## src/hw/rtl/rmfb_pkg.sv

```systemverilog
// Shared types and constants for the rotated monochrome frame buffer.
// Holds the request and result structs, the command passed from front to back,
// and the function, status and command kind codes. Depends on nothing.
package rmfb_pkg;

  // Default panel geometry.
  localparam int DEF_PANEL_WIDTH  = 400;
  localparam int DEF_PANEL_HEIGHT = 300;

  // Address field of a queued command, wide enough for the largest panel
  // (2048 x 2048 pixels = 524288 bytes). Modules use the low bits they need.
  localparam int CMD_ADDR_W = 19;

  // Entries in the command queue between front and back (a power of two).
  localparam int QUEUE_DEPTH = 2;

  localparam logic [7:0] FILL_ONES  = 8'hFF;
  localparam logic [7:0] FILL_ZEROS = 8'h00;

  // Request function codes.
  localparam logic [1:0] FUNC_DRAW = 2'd0;
  localparam logic [1:0] FUNC_FILL = 2'd1;
  localparam logic [1:0] FUNC_READ = 2'd2;

  // Result status codes.
  localparam logic [1:0] STATUS_DONE    = 2'd0;
  localparam logic [1:0] STATUS_CLIPPED = 2'd1;
  localparam logic [1:0] STATUS_RANGE   = 2'd2;

  // Command kinds seen by the back end.
  localparam logic [1:0] KIND_REPLY = 2'd0;
  localparam logic [1:0] KIND_DRAW  = 2'd1;
  localparam logic [1:0] KIND_FILL  = 2'd2;
  localparam logic [1:0] KIND_READ  = 2'd3;

  typedef struct packed {
    logic        [1:0]  func;
    logic signed [15:0] pixel_x;
    logic signed [15:0] pixel_y;
    logic               color;
    logic        [15:0] byte_index;
  } rmfb_in_t;

  typedef struct packed {
    logic [7:0] read_data;
    logic [1:0] status;
  } rmfb_out_t;

  typedef struct packed {
    logic [1:0]            kind;
    logic [1:0]            status;
    logic                  color;
    logic [2:0]            bit_sel;
    logic [CMD_ADDR_W-1:0] addr;
  } rmfb_cmd_t;

endpackage

```

## src/hw/rtl/rmfb_queue.sv

```systemverilog
// Short command queue that decouples the front end from the back end.
// Depends on rmfb_pkg for the command type and depth.
module rmfb_queue (
  input  logic                clk,
  input  logic                rst,
  input  logic                push,
  input  rmfb_pkg::rmfb_cmd_t push_cmd,
  output logic                full,
  input  logic                pop,
  output rmfb_pkg::rmfb_cmd_t head,
  output logic                empty
);

  localparam int PTR_W = (rmfb_pkg::QUEUE_DEPTH > 1) ? $clog2(rmfb_pkg::QUEUE_DEPTH) : 1;

  rmfb_pkg::rmfb_cmd_t entries [rmfb_pkg::QUEUE_DEPTH];
  logic [PTR_W-1:0] wr_ptr;
  logic [PTR_W-1:0] rd_ptr;
  logic [PTR_W:0]   count;

  assign full  = count == (PTR_W + 1)'(rmfb_pkg::QUEUE_DEPTH);
  assign empty = count == '0;
  assign head  = entries[rd_ptr];

  always_ff @(posedge clk) begin
    if (rst) begin
      wr_ptr <= '0;
      rd_ptr <= '0;
      count  <= '0;
    end else begin
      if (push) begin
        wr_ptr <= wr_ptr + PTR_W'(1);
      end
      if (pop) begin
        rd_ptr <= rd_ptr + PTR_W'(1);
      end
      if (push && !pop) begin
        count <= count + (PTR_W + 1)'(1);
      end else if (pop && !push) begin
        count <= count - (PTR_W + 1)'(1);
      end
    end
  end

  always_ff @(posedge clk) begin
    if (push) begin
      entries[wr_ptr] <= push_cmd;
    end
  end

endmodule

```

## config.mk

```make
export PLATFORM = sky130hd
export DESIGN_NAME = rmfb_queue
export DESIGN_NICKNAME = d
export VERILOG_FILES = /design/src/hw/rtl/rmfb_pkg.sv /design/src/hw/rtl/rmfb_queue.sv
export SDC_FILE = /design/constraint.sdc
export NUM_CORES = 1
export LEC_CHECK = 0
export BUFFER_PORTS_ARGS = -buffer_cell sky130_fd_sc_hd__buf_2
export CAP_MARGIN = 20
export CORE_MARGIN = 3
export CORE_UTILIZATION = 51
export CTS_BUF_LIST = sky130_fd_sc_hd__clkbuf_16
export CTS_CLUSTER_SIZE = 24
export DETAILED_ROUTE_END_ITERATION = 8
export PLACE_DENSITY_LB_ADDON = 0.2
export SETUP_SLACK_MARGIN = 0.5
export SYNTH_ARGS = -nofsm -noshare
export SYNTH_HDL_FRONTEND = slang
export SYNTH_SLANG_ARGS = --single-unit
```

## constraint.sdc

```tcl
create_clock -name clk -period 4.7 [get_ports clk]
set_input_delay 0.94 -clock clk [delete_from_list [all_inputs] [get_ports clk]]
set_output_delay 0.94 -clock clk [all_outputs]
set_load 0.02 [all_outputs]
```

== Word-level counts from Yosys, hierarchy flattened ==
Memories as Yosys holds them, arrays and structs flattened. A register that Yosys moved wholly into a read port is not among the register bits.
Index checks and enable logic that the tools add are counted.
Word-level totals
  flip-flop bits (word level): 4
  memory bits (writable): 54
  input port bits: 31
  output and inout port bits: 29
  logic and storage cells: 21
  memories kept: 1
Operators by class
  add/subtract/negate cells: 4
  eq/ne operators: 1
  mux-type cells: 6
  reduce and logical (&&, ||, !) cells: 6
Memories
  entries: depth 2, bits a word 27, read ports 1, clocked after memory_dff 1, wr ports 1, RTL line rmfb_queue.sv:16  | rmfb_pkg::rmfb_cmd_t entries [rmfb_pkg::QUEUE_DEPTH];
Operator list (count)
  2-to-1 mux 1 bit: 4
  2-to-1 mux 2 bit: 2
  adder 1 bit, second input constant: 2
  adder 2 x 1 -> 2 bit, second input constant: 1
  == test 2 bit, second input constant: 1
  logical AND 1 bit: 2
  zero test 1 bit: 2
  zero test 2 bit: 1
  nonzero test 2 bit: 1
  subtractor 2 x 1 -> 2 bit, second input constant: 1

== Logic depth before layout (Yosys ltp) ==
  depth after elaboration: 4
  depth in mapped cells: 5
  depth with buffers taken out: 5

== Least setup slack after synthesis ==
OpenSTA, ideal clock, no wires.
  path kind: input port to flip-flop
  start: input push
  end: memory entries[0][0] in the netlist's numbering (enable)
  setup time: 0.414 ns
  arrival time: 2.174 ns
  required time: 4.286 ns
  path slack: 2.112 ns
  stages: 1
  buffers on the path: 0
  cells stage by stage: nor2b_1
On the way
  longest elaborated chain between the ends: 2
Ends and longest elaborated chain
  from (decl): RTL line rmfb_queue.sv:6  | input logic push,
  2-to-1 mux 1 bit: RTL line rmfb_queue.sv:46  | if (push) begin
  2-to-1 mux 1 bit (not written as such): RTL line rmfb_queue.sv:47  | entries[wr_ptr] <= push_cmd;
  to (decl): RTL line rmfb_queue.sv:16
Every way passes these cells.

==> impl_metrics.json <==
{
  "syn_area_per_cell_um2": 20.31,
  "worst_pin_slew_ps": 620.5,
  "avgRoutedWirePerCell_um": 15.35,
  "antenna_found_initial": 0,
  "dieHeight_um": 70.98,
  "crit_path_start_kind": "flop",
  "switching_power_mw": 0.2936,
  "fmaxAchievable_ghz": 0.3673,
  "power.density_nw_per_um2": 488.4,
  "swShare": 0.2148,
  "fin_worst_skew_ps": 3.646,
  "synthSimpleGateAreaFrac": 0.02150,
  "vias": 1132,
  "ys_types": 16,
  "gp_congestion": 0.6742,
  "gr-total-overflow": 0,
  "p_comb_frac": 0.109,
  "numPortBuffers": 59,
  "clkTransAtPathRegs_ps": 50,
  "core_area_um2": 3854,
  "vias_per_cell": 4.943,
  "internal_power_mw": 1.074,
  "nNetsFinal": 208,
  "max_cap_violations": 0,
  "wl_mm": 3.516,
  "synthMuxAreaShare": 0.1412,
  "yosysWarnings": 0,
  "critPathCaptureType": "output pin",
  "final_common_cell": "buf_2",
  "syn_nets": 138,
  "cts_made_buffers": 9,
  "crit_required_ps": 3760,
  "min_period_ps": 2723,
  "path_class": "reg -> out",
  "layout_common_cells": "buf_2, edfxtp_1, mux2_2, clkbuf_16",
  "drtIter0Drc": 108,
  "dp_hpwl_mm": 2.345,
  "dieArea_um2": 5038,
  "drc": 0,
  "pwr-share-clk": 0.433,
  "grt_pass1_vias": 1230,
  "rsz0062_at_grt": "false",
  "final_hold_viol_count": 0,
  "clock-sinks": 59,
  "drive_gt1_frac": 0.5580,
  "relSlewSlack": 0.5857,
  "synth_xor_area_frac": 0.01627,
  "initial_core_util": 0.5588,
  "insertedDiodeCount": 0,
  "arrival_ps": 1780,
  "postCtsSetupRepairBufs": 0,
  "power.leakage_nw": 1.095,
  "ys_seq_elements": 59,
  "ir_worst_vdd_uv": 336.8,
  "syn_area_um2": 2153,
  "ys_seq_area_frac": 0.7995,
  "postCtsHoldBufs": 0,
  "grt_max_degree": 28,
  "htreeDepth": 3,
  "grt_usage": 0.1608,
  "fin_tns_setup_ps": 0,
  "drv_slew": 0,
  "fillers": 254,
  "seq_power_share": 0.458,
  "synth_compound_area_frac": 0.004648,
  "outcome": "complete, no violations",
  "cts_tree": "built",
  "post-route-period-util": 0.5793,
  "crit_path_max_fanout": 14,
  "synth_top_family_by_area": "multiplexers",
  "syn_inst": 106,
  "io_pins": 60,
  "hold_class": "reg -> reg",
  "clock_path_buffers": 2,
  "clock_latency_ps": 310,
  "rows": 22,
  "grt_first_pass_wirelength_mm": 5.844,
  "ctsRootBufferMaster": "clkbuf_16",
  "setup_viol": 0,
  "die_x_um": 70.98,
  "area_delta_synth_final_pct": 29.98,
  "synthAdderAreaFrac": 0.005811,
  "ant_nets": 0,
  "total_power_mw": 1.367,
  "post_cts_resize_count": 0,
  "first_pass_iters": 4
}
[synthesized netlist by cell type]
library cell / instances / area share
a21oi_1: 1 / 0.0023
and2_1: 1 / 0.0029
and2b_2: 1 / 0.0041
buf_2: 1 / 0.0023
buf_4: 2 / 0.0070
dfxtp_1: 5 / 0.046
edfxtp_1: 54 / 0.75
ha_1: 1 / 0.0058
inv_1: 1 / 0.0017
mux2_2: 27 / 0.14
nor2_1: 5 / 0.0087
nor2b_1: 1 / 0.0029
o21ai_0: 1 / 0.0023
or3_1: 1 / 0.0029
xnor2_1: 2 / 0.0081
xor2_1: 2 / 0.0081
[registers in the layout, summed over array words and instances (netlist names), named ones only]
signal and count:
wr_ptr 1, entries 54, count 2, rd_ptr 1
[through the flow]
stage,utilization,area [um2],hold WS [ps],setup slack [ps],cells
global placement,0.6503,2506,481.5,2030,212
CTS,0.7263,2799,519.5,1921,229
floorplan,-,2153,461.4,2112,106
detailed placement,0.6542,2521,512.9,2285,213
global route,0.7263,2799,554.8,1837,229
finish,0.7263,2799,510.2,1977,229
[cell families after synthesis]
group	count (synthesis)
simple gates	9
compound gates	2
flops	59
fa+ha+maj	1
mux	27
xor+xnor	4
buf+inv	4
[metal layers]
metal / GRT usage / up-vias / share of wire
met5: 0 / - / 0
met4: 0.09603 / 0 / 0.022
met3: 0.07528 / 8 / 0.076
met2: 0.2503 / 40 / 0.54
met1: 0.1804 / 537 / 0.37
li1: - / 547 / -
[worst paths after layout]
check / startpoint / depth (start not counted) / slack (ps) / end
setup / recovery: flop / 3 / 1980 / head[9]
hold / removal: count[1]$_SDFFE_PP0P_ / 2 / 510 / count[1]$_SDFFE_PP0P_
setup reg to reg: wr_ptr$_SDFFE_PP0P_ / 2 / 3500 / entries[1][25]$_DFFE_PP_
hold reg to reg: count[1]$_SDFFE_PP0P_ / 2 / 510 / count[1]$_SDFFE_PP0P_
[critical path: stages, from the launching register on]
cell and delay, ps:
dfxtp_1 710, buf_8 240, mux2_2 350, buf_2 160
[power groups by stage]
stage               clock network (mW)  logic, mW  registers [mW]
floorplan                            0      0.101           0.629
global placement                     0      0.142           0.638
detailed placement                   0      0.151           0.637
CTS                              0.608      0.152           0.627
global route                     0.630      0.161           0.630
finish                           0.592      0.149           0.627
[area by class of cell]
cell class	count	area, um2	area share
Sequential cell	59	1722	0.6151
Multi-Input combinational cell	43	410.4	0.1466
Timing Repair Buffer	62	325.3	0.1162
Clock buffer	9	225.2	0.08047
Tap cell	48	60.06	0.02146
Clock inverter	7	52.55	0.01878
Inverter	1	3.754	0.001341
Power figures use the tool's default switching activity.
