**src/hw/rtl/rmfb_pkg.sv**
```systemverilog
// Shared types and constants for the rotated monochrome frame buffer.
// Holds the request and result structs, the command passed from front to back,
// and the function, status and command kind codes. Depends on nothing.
package rmfb_pkg;

  // Default panel geometry.
  localparam int DEF_PANEL_WIDTH  = 400;
  localparam int DEF_PANEL_HEIGHT = 300;

  // Address field of a queued command, wide enough for the largest panel
  // (2048 x 2048 pixels = 524288 bytes). Modules use the low bits they need.
  localparam int CMD_ADDR_W = 19;

  // Entries in the command queue between front and back (a power of two).
  localparam int QUEUE_DEPTH = 2;

  localparam logic [7:0] FILL_ONES  = 8'hFF;
  localparam logic [7:0] FILL_ZEROS = 8'h00;

  // Request function codes.
  localparam logic [1:0] FUNC_DRAW = 2'd0;
  localparam logic [1:0] FUNC_FILL = 2'd1;
  localparam logic [1:0] FUNC_READ = 2'd2;

  // Result status codes.
  localparam logic [1:0] STATUS_DONE    = 2'd0;
  localparam logic [1:0] STATUS_CLIPPED = 2'd1;
  localparam logic [1:0] STATUS_RANGE   = 2'd2;

  // Command kinds seen by the back end.
  localparam logic [1:0] KIND_REPLY = 2'd0;
  localparam logic [1:0] KIND_DRAW  = 2'd1;
  localparam logic [1:0] KIND_FILL  = 2'd2;
  localparam logic [1:0] KIND_READ  = 2'd3;

  typedef struct packed {
    logic        [1:0]  func;
    logic signed [15:0] pixel_x;
    logic signed [15:0] pixel_y;
    logic               color;
    logic        [15:0] byte_index;
  } rmfb_in_t;

  typedef struct packed {
    logic [7:0] read_data;
    logic [1:0] status;
  } rmfb_out_t;

  typedef struct packed {
    logic [1:0]            kind;
    logic [1:0]            status;
    logic                  color;
    logic [2:0]            bit_sel;
    logic [CMD_ADDR_W-1:0] addr;
  } rmfb_cmd_t;

endpackage

```
**src/hw/rtl/rmfb_front.sv**
```systemverilog
// Front end: accepts requests, clips and rotates draw coordinates, bounds-checks
// reads and pushes one classified command per request into the queue.
// Depends on rmfb_pkg.
module rmfb_front #(
  parameter int PANEL_WIDTH  = rmfb_pkg::DEF_PANEL_WIDTH,
  parameter int PANEL_HEIGHT = rmfb_pkg::DEF_PANEL_HEIGHT
) (
  input  logic               clk,
  input  logic               rst,
  input  logic [1:0]         rotation,
  input  logic               in_valid,
  output logic               in_stall,
  input  rmfb_pkg::rmfb_in_t in_req,
  input  logic               clearing,
  input  logic               q_full,
  output logic               push,
  output rmfb_pkg::rmfb_cmd_t push_cmd
);

  localparam int ROW_BYTES   = (PANEL_WIDTH + 7) / 8;
  localparam int STORE_DEPTH = ROW_BYTES * PANEL_HEIGHT;
  localparam int ADDR_W      = (STORE_DEPTH > 1) ? $clog2(STORE_DEPTH) : 1;
  localparam int PX_W        = $clog2(PANEL_WIDTH);
  localparam int PY_W        = (PANEL_HEIGHT > 1) ? $clog2(PANEL_HEIGHT) : 1;
  localparam logic [15:0] W16 = 16'(PANEL_WIDTH);
  localparam logic [15:0] H16 = 16'(PANEL_HEIGHT);

  logic            s1_valid;
  logic [1:0]      s1_kind;
  logic [1:0]      s1_status;
  logic            s1_color;
  logic [PX_W-1:0] s1_px;
  logic [PY_W-1:0] s1_py;
  logic [ADDR_W-1:0] s1_raddr;

  logic [1:0]  kind;
  logic [1:0]  status;
  logic [15:0] lw;
  logic [15:0] lh;
  logic [15:0] xu;
  logic [15:0] yu;
  logic        in_bounds;
  logic [15:0] px_full;
  logic [15:0] py_full;
  logic        read_ok;
  logic [31:0] bidx32;
  logic        accept;
  logic [ADDR_W-1:0] draw_addr;
  logic [ADDR_W-1:0] cmd_addr;

  assign in_stall = clearing || (s1_valid && q_full);
  assign accept   = in_valid && !in_stall;
  assign push     = s1_valid && !q_full;

  // Clip against the rotated size and map to panel coordinates.
  always_comb begin
    xu = in_req.pixel_x;
    yu = in_req.pixel_y;
    lw = rotation[0] ? H16 : W16;
    lh = rotation[0] ? W16 : H16;
    in_bounds = !xu[15] && !yu[15] && (xu < lw) && (yu < lh);
    case (rotation)
      2'd1: begin
        px_full = W16 - 16'd1 - yu;
        py_full = xu;
      end
      2'd2: begin
        px_full = W16 - 16'd1 - xu;
        py_full = H16 - 16'd1 - yu;
      end
      2'd3: begin
        px_full = yu;
        py_full = H16 - 16'd1 - xu;
      end
      default: begin
        px_full = xu;
        py_full = yu;
      end
    endcase
    bidx32  = {16'd0, in_req.byte_index};
    read_ok = bidx32 < 32'(STORE_DEPTH);
    kind    = rmfb_pkg::KIND_REPLY;
    status  = rmfb_pkg::STATUS_DONE;
    case (in_req.func)
      rmfb_pkg::FUNC_DRAW: begin
        if (in_bounds) begin
          kind = rmfb_pkg::KIND_DRAW;
        end else begin
          status = rmfb_pkg::STATUS_CLIPPED;
        end
      end
      rmfb_pkg::FUNC_FILL: begin
        kind = rmfb_pkg::KIND_FILL;
      end
      rmfb_pkg::FUNC_READ: begin
        if (read_ok) begin
          kind = rmfb_pkg::KIND_READ;
        end else begin
          status = rmfb_pkg::STATUS_RANGE;
        end
      end
      default: begin
        kind = rmfb_pkg::KIND_REPLY;
      end
    endcase
  end

  always_ff @(posedge clk) begin
    if (rst) begin
      s1_valid <= 1'b0;
    end else if (accept) begin
      s1_valid <= 1'b1;
    end else if (push) begin
      s1_valid <= 1'b0;
    end
  end

  always_ff @(posedge clk) begin
    if (accept) begin
      s1_kind   <= kind;
      s1_status <= status;
      s1_color  <= in_req.color;
      s1_px     <= px_full[PX_W-1:0];
      s1_py     <= py_full[PY_W-1:0];
      s1_raddr  <= bidx32[ADDR_W-1:0];
    end
  end

  // Row start times row length plus byte column.
  assign draw_addr = ADDR_W'(32'(s1_py) * 32'(ROW_BYTES)) + ADDR_W'(s1_px >> 3);
  assign cmd_addr  = (s1_kind == rmfb_pkg::KIND_READ) ? s1_raddr : draw_addr;

  always_comb begin
    push_cmd.kind    = s1_kind;
    push_cmd.status  = s1_status;
    push_cmd.color   = s1_color;
    push_cmd.bit_sel = s1_px[2:0];
    push_cmd.addr    = rmfb_pkg::CMD_ADDR_W'(cmd_addr);
  end

endmodule

```
**config.mk**
```make
export PLATFORM = sky130hd
export DESIGN_NAME = rmfb_front
export DESIGN_NICKNAME = d
export VERILOG_FILES = /design/src/hw/rtl/rmfb_pkg.sv /design/src/hw/rtl/rmfb_front.sv
export SDC_FILE = /design/constraint.sdc
export NUM_CORES = 1
export LEC_CHECK = 0
export ABC_AREA = 1
export BUFFER_PORTS_ARGS = -buffer_cell sky130_fd_sc_hd__buf_2
export CAP_MARGIN = 20
export CORE_MARGIN = 2
export CORE_UTILIZATION = 55
export DETAILED_ROUTE_END_ITERATION = 8
export PLACE_DENSITY = 0.89
export SYNTH_ARGS = -nofsm -noshare
export SYNTH_HDL_FRONTEND = slang
export SYNTH_SLANG_ARGS = --single-unit
```
**constraint.sdc**
```tcl
create_clock -name clk -period 6.8 [get_ports clk]
set_input_delay 1.36 -clock clk [delete_from_list [all_inputs] [get_ports clk]]
set_output_delay 1.36 -clock clk [all_outputs]
set_load 0.1 [all_outputs]
```
# == Yosys cells after proc, flatten, opt, wreduce, memory -nomap -nowiden ==
# Index checks and enable logic that the tools add are counted.
# totals
out_inout_bits,29
inputBits,58
elab_cells,48
ff_bits,38
# classes
multipliers,1
muxes,13
order_cmp,3
n_addsub,5
n_eq_ne,6
n_reduce_logical,13
# ops
operator,count
$pmux 9 s3,2
$sub 9x9->9 const A,4
$lt 16x9->1,2
$lt 16x14->1 const B,1
$mux 8,2
$add 14x6->14,1
$mux 14,1
$mul 9x5->13 const B,1
$eq 2x2->1 const B,4
$logic_and 1x1->1,6
$pmux 2 s3,1
$eq 2x1->1 const B,2
$logic_not 1->1,4
$mux 1,4
$mux 2,2
$pmux 2 s2,1
$logic_not 2->1,1
$reduce_bool 2->1,1
$logic_or 1x1->1,1

# == Logic depth before layout (Yosys ltp) ==
# depth
depth_word,6
mapped_depth,18
depth_no_buf,18

# == Least setup slack after synthesis ==
# No wires, ideal clock.
# synth_path
kind,register to output
startpoint,register s1_py[3]
endpoint,output port push_cmd[10] (netlist bit)
path_stages_with_launch,17
path_slack_ns,1.606
arrival_time_ns,3.834
required_time_ns,5.440
n_path_buf,0
path_cell_list,edfxtp_1 > ha_1 > ha_1 > inv_1 > fa_1 > inv_1 > ha_1 > nand2_1 > nand2_1 > inv_2 > nand2_2 > nand2_1 > nand2_1 > nor2_2 > nand3_1 > nand2_1 > o21ai_1
# synth_lines
item,line,source
from (decl),rmfb_front.sv:33,logic [PY_W-1:0] s1_py;
from (signal assigned),rmfb_front.sv:124,s1_py <= py_full[PY_W-1:0];
to (decl),rmfb_front.sv:17,output rmfb_pkg::rmfb_cmd_t push_cmd

==> impl_summary.txt <==
----------------------------------------------------
[Status]
  Result of the run ... completed

[Critical path]
  Startpoint types ... flop
  Critical Path Sink ... push_cmd[13]
  Largest fanout of any net on the critical path ... 5
  Worst reg2reg endpoint ... s1_py[8]
  Critical Path Start ... s1_py[1]
  Data required, critical path ... 5440 ps
  Worst-case register-to-register setup slack ... 4930 ps
  Depth of the worst register-to-register path ... 4
  Startpoint of the most critical register-to-register path ... s1_valid
  Critical path type ... reg -> out
  Critical path endpoint category ... output port
  Worst endpoint data arrival time ... 3750 ps

[Hold path]
  Hold Crit Class ... reg -> reg

[Logic synthesis]
  Post-synthesis instance area ... 0.00366 mm^2
  Share of flip-flops with an asynchronous set or reset ... 0%
  Most frequently used flop master after synthesis ... sky130_fd_sc_hd__edfxtp_1
  Average cell area after synthesis ... 7.62 um^2
  FF+latch count, synth ... 38
  Cell taking the most area after synthesis ... sky130_fd_sc_hd__edfxtp_1
  Count of warnings emitted by yosys ... 0
  EDFF count, synth ... 37
  Fraction of synthesized cell area taken by the top area cell type ... 30.3%
  Cells after synthesis ... 481
  Dominant cells by area after synthesis ... sky130_fd_sc_hd__edfxtp_1 (30%), sky130_fd_sc_hd__ha_1 (15%), sky130_fd_sc_hd__nand2_1 (13%), sky130_fd_sc_hd__inv_1 (8.6%), sky130_fd_sc_hd__nand3_1 (4.9%)
  Commonest cells post-synth ... sky130_fd_sc_hd__nand2_1 (125), sky130_fd_sc_hd__inv_1 (84), sky130_fd_sc_hd__ha_1 (44)
  Cell with the most instances after synthesis ... sky130_fd_sc_hd__nand2_1
  Post-synth cell types ... 40
  Sequential element share of the synthesized area ... 30.9%

[Flow run]
  Max-cap viol count ... 0

[STA]
  Headroom to the max-slew limit ... 33.2%
  Setup repair after global routing missed its margin ... no
  Final number of hold-violating endpoints ... 0
  Hold WS ... 567 ps
  Count of pins over their slew limit ... 0
  Total negative slack for setup checks ... 0 ps
  Peak Freq ... 0.196 GHz
  Final setup violation count ... 0
  Measured slew at the worst slew-check pin ... 1000 ps
  Setup Skew ... 9.62 ps
  Shortest period the worst path allows ... 5110 ps
  Final Cycle Share ... 75.2%

[Power and ir drop]
  Fraction of power consumed by sequential logic ... 24.7%
  Clock Power Share ... 20.3%
  VDD IR max ... 0.000371 V
  Combinational cell fraction of total power ... 55.0%
  Internal cell power ... 572 uW
  Total leakage power ... 0.00224 uW
  Switching Fraction ... 49.3%
  Net switching power of the design ... 557 uW
  P per Cell Area ... 268 mW/mm^2

[CTS]
  Hold-fix buffers, CTS ... 0
  Clock Pin Slew Worst Setup and Hold Paths ... 80 ps
  Root buffer cell ... sky130_fd_sc_hd__clkbuf_8
  Clk sink count ... 38
  Cells resized by post-CTS repair ... 0
  Deepest level of the CTS H-tree ... 2
  Clock tree from TritonCTS ... yes
  Cts bufs inserted ... 5
  Buffers inserted by post-CTS timing repair ... 0
  Clock tree buffer depth ... 2
  Clk Latency, worst-skew pair ... 290 ps

[Cells and area]
  Final cell count without fillers ... 635
  Number of nets in the finished design ... 664
  Area growth, synth to finish ... 14.9%
  Share of post-route cells with drive strength above 1 ... 20.1%
  Final core area utilization ... 65.9%
  Antenna fix cells ... 0

[Floorplan]
  DIE HEIGHT ... 85.6 um
  Standard-cell row count ... 29
  Initial Utilization ... 57.4%
  Total core area ... 0.00639 mm^2
  Total I/O pin count ... 87
  Die Span X ... 85.6 um
  Die area ... 0.00733 mm^2

[Detailed routing]
  Final Routed Wirelength ... 8250 um
  Number of DRC markers after the initial detailed-route iteration ... 149
  Total via count in the routed design ... 3433
  Detail Route met3 WL ... 463 um
  Detailed-routing wirelength on met1 ... 3340 um
  Post-detailed-route via-to-cell ratio ... 5.41
  Wire length on met2 ... 4350 um
  Number of iterations in the first detailed-routing pass ... 8
  Max Used Layer ... met4
  WL/cell ... 13.0 um
  Antenna-violating nets left ... 0
  Post-route DRC ... 0

[GRT]
  Global-route wire length before repair ... 14000 um
  GR Util All Layers ... 23.7%
  GR Overflow Total ... 0
  Maximum number of pins on one net before global-route repair ... 39
  Number of antenna violations at the first check in global routing ... 0
  Number of global-route vias before repair ... 3298

[Place]
  Half-perimeter wire length after placement ... 6640 um
  Number of buffer cells added on primary ports ... 81
  Number of cells in the design after placement ... 627
  Routability-driven placement congestion ratio ... 0.932

----------------------------------------------------
-- logic make-up after synthesis --
group | after synthesis | synth area share (%)
xor gates and xnor gates | 8 | 1.91
AOI/OAI and AO/OA | 72 | 12.1
adders and majority gates | 49 | 17.8
DFF | 38 | 30.9
buffers and inverters | 102 | 12.0
and+or+nand+nor | 211 | 25.2
other | 1 | 0.102
-- cells in the final DEF (no fill, tap or decap), drive strengths merged, types with 8 or more instances in the layout --
cell type	n
o221ai	8
nor2	29
inv	86
a21oi	19
nand2	130
o21ai	31
nand3	39
ha	44
edfxtp	37
buf	81
-- power by group through the flow --
stage               sequential [uW]  clock [uW]  combinational, uW
CTS                             279         231                616
detailed placement              284           0                608
finish                          279         229                620
global route                    280         246                676
floorplan                       292           0                495
global placement                284           0                592
-- sequential cells by signal, indices dropped and copies added, names as in the netlist --
signal     cells
s1_color       1
s1_kind        2
s1_raddr      14
s1_px          9
s1_valid       1
s1_py          9
s1_status      2
-- worst min-delay path by stage --
stage | startpoint | endpoint | slack [ps] | cells past startpoint
finish | s1_valid | s1_valid | 570 | 4
global route | s1_valid | s1_valid | 630 | 4
CTS | s1_valid | s1_valid | 570 | 4
detailed placement | s1_valid | s1_valid | 550 | 4
global placement | s1_valid | s1_valid | 530 | 4
floorplan | s1_valid | s1_valid | 520 | 4
-- metrics by stage --
stage	total power, uW	instance area (um^2)	setup slack, ps
global route	1200	4210	1460
CTS	1130	4210	1660
global placement	876	4070	2170
detailed placement	893	4070	2040
finish	1130	4210	1690
floorplan	787	3680	1610
-- worst max-delay path, stage by stage (launching register included) --
cell and delay (ps):
sky130_fd_sc_hd__edfxtp_1 460, sky130_fd_sc_hd__ha_1 330, sky130_fd_sc_hd__ha_1 310, sky130_fd_sc_hd__ha_1 310
sky130_fd_sc_hd__inv_1 70, sky130_fd_sc_hd__fa_1 580, sky130_fd_sc_hd__nor2_1 180, sky130_fd_sc_hd__nand3_1 100
sky130_fd_sc_hd__nand2_1 180, sky130_fd_sc_hd__nand3_4 120, sky130_fd_sc_hd__nor2_4 140, sky130_fd_sc_hd__nand2_1 60
sky130_fd_sc_hd__nand2_1 60, sky130_fd_sc_hd__nand3_1 70, sky130_fd_sc_hd__nand2_1 80, sky130_fd_sc_hd__buf_2 420
-- final cells by class --
| type | count | area (um^2) |
|---|---|---|
| flip-flops and latches | 38 | 1130 |
| fillers | 506 | 2180 |
| inverters | 86 | 323 |
| multi-input cells | 345 | 2110 |
| clock inverters | 3 | 68.8 |
| repair buffers | 81 | 405 |
| clock buffers | 5 | 68.8 |
| well taps | 77 | 96.3 |
-- metal layers --
| layer | track usage (%) | up-vias |
|---|---|---|
| met2 | 44.3 | 130 |
| met4 | 6.35 | 0 |
| met5 | 0 | - |
| met1 | 27.7 | 1555 |
| li1 | - | 1737 |
| met3 | 4.14 | 11 |
Note: power is estimated with default switching activity, not from simulation.
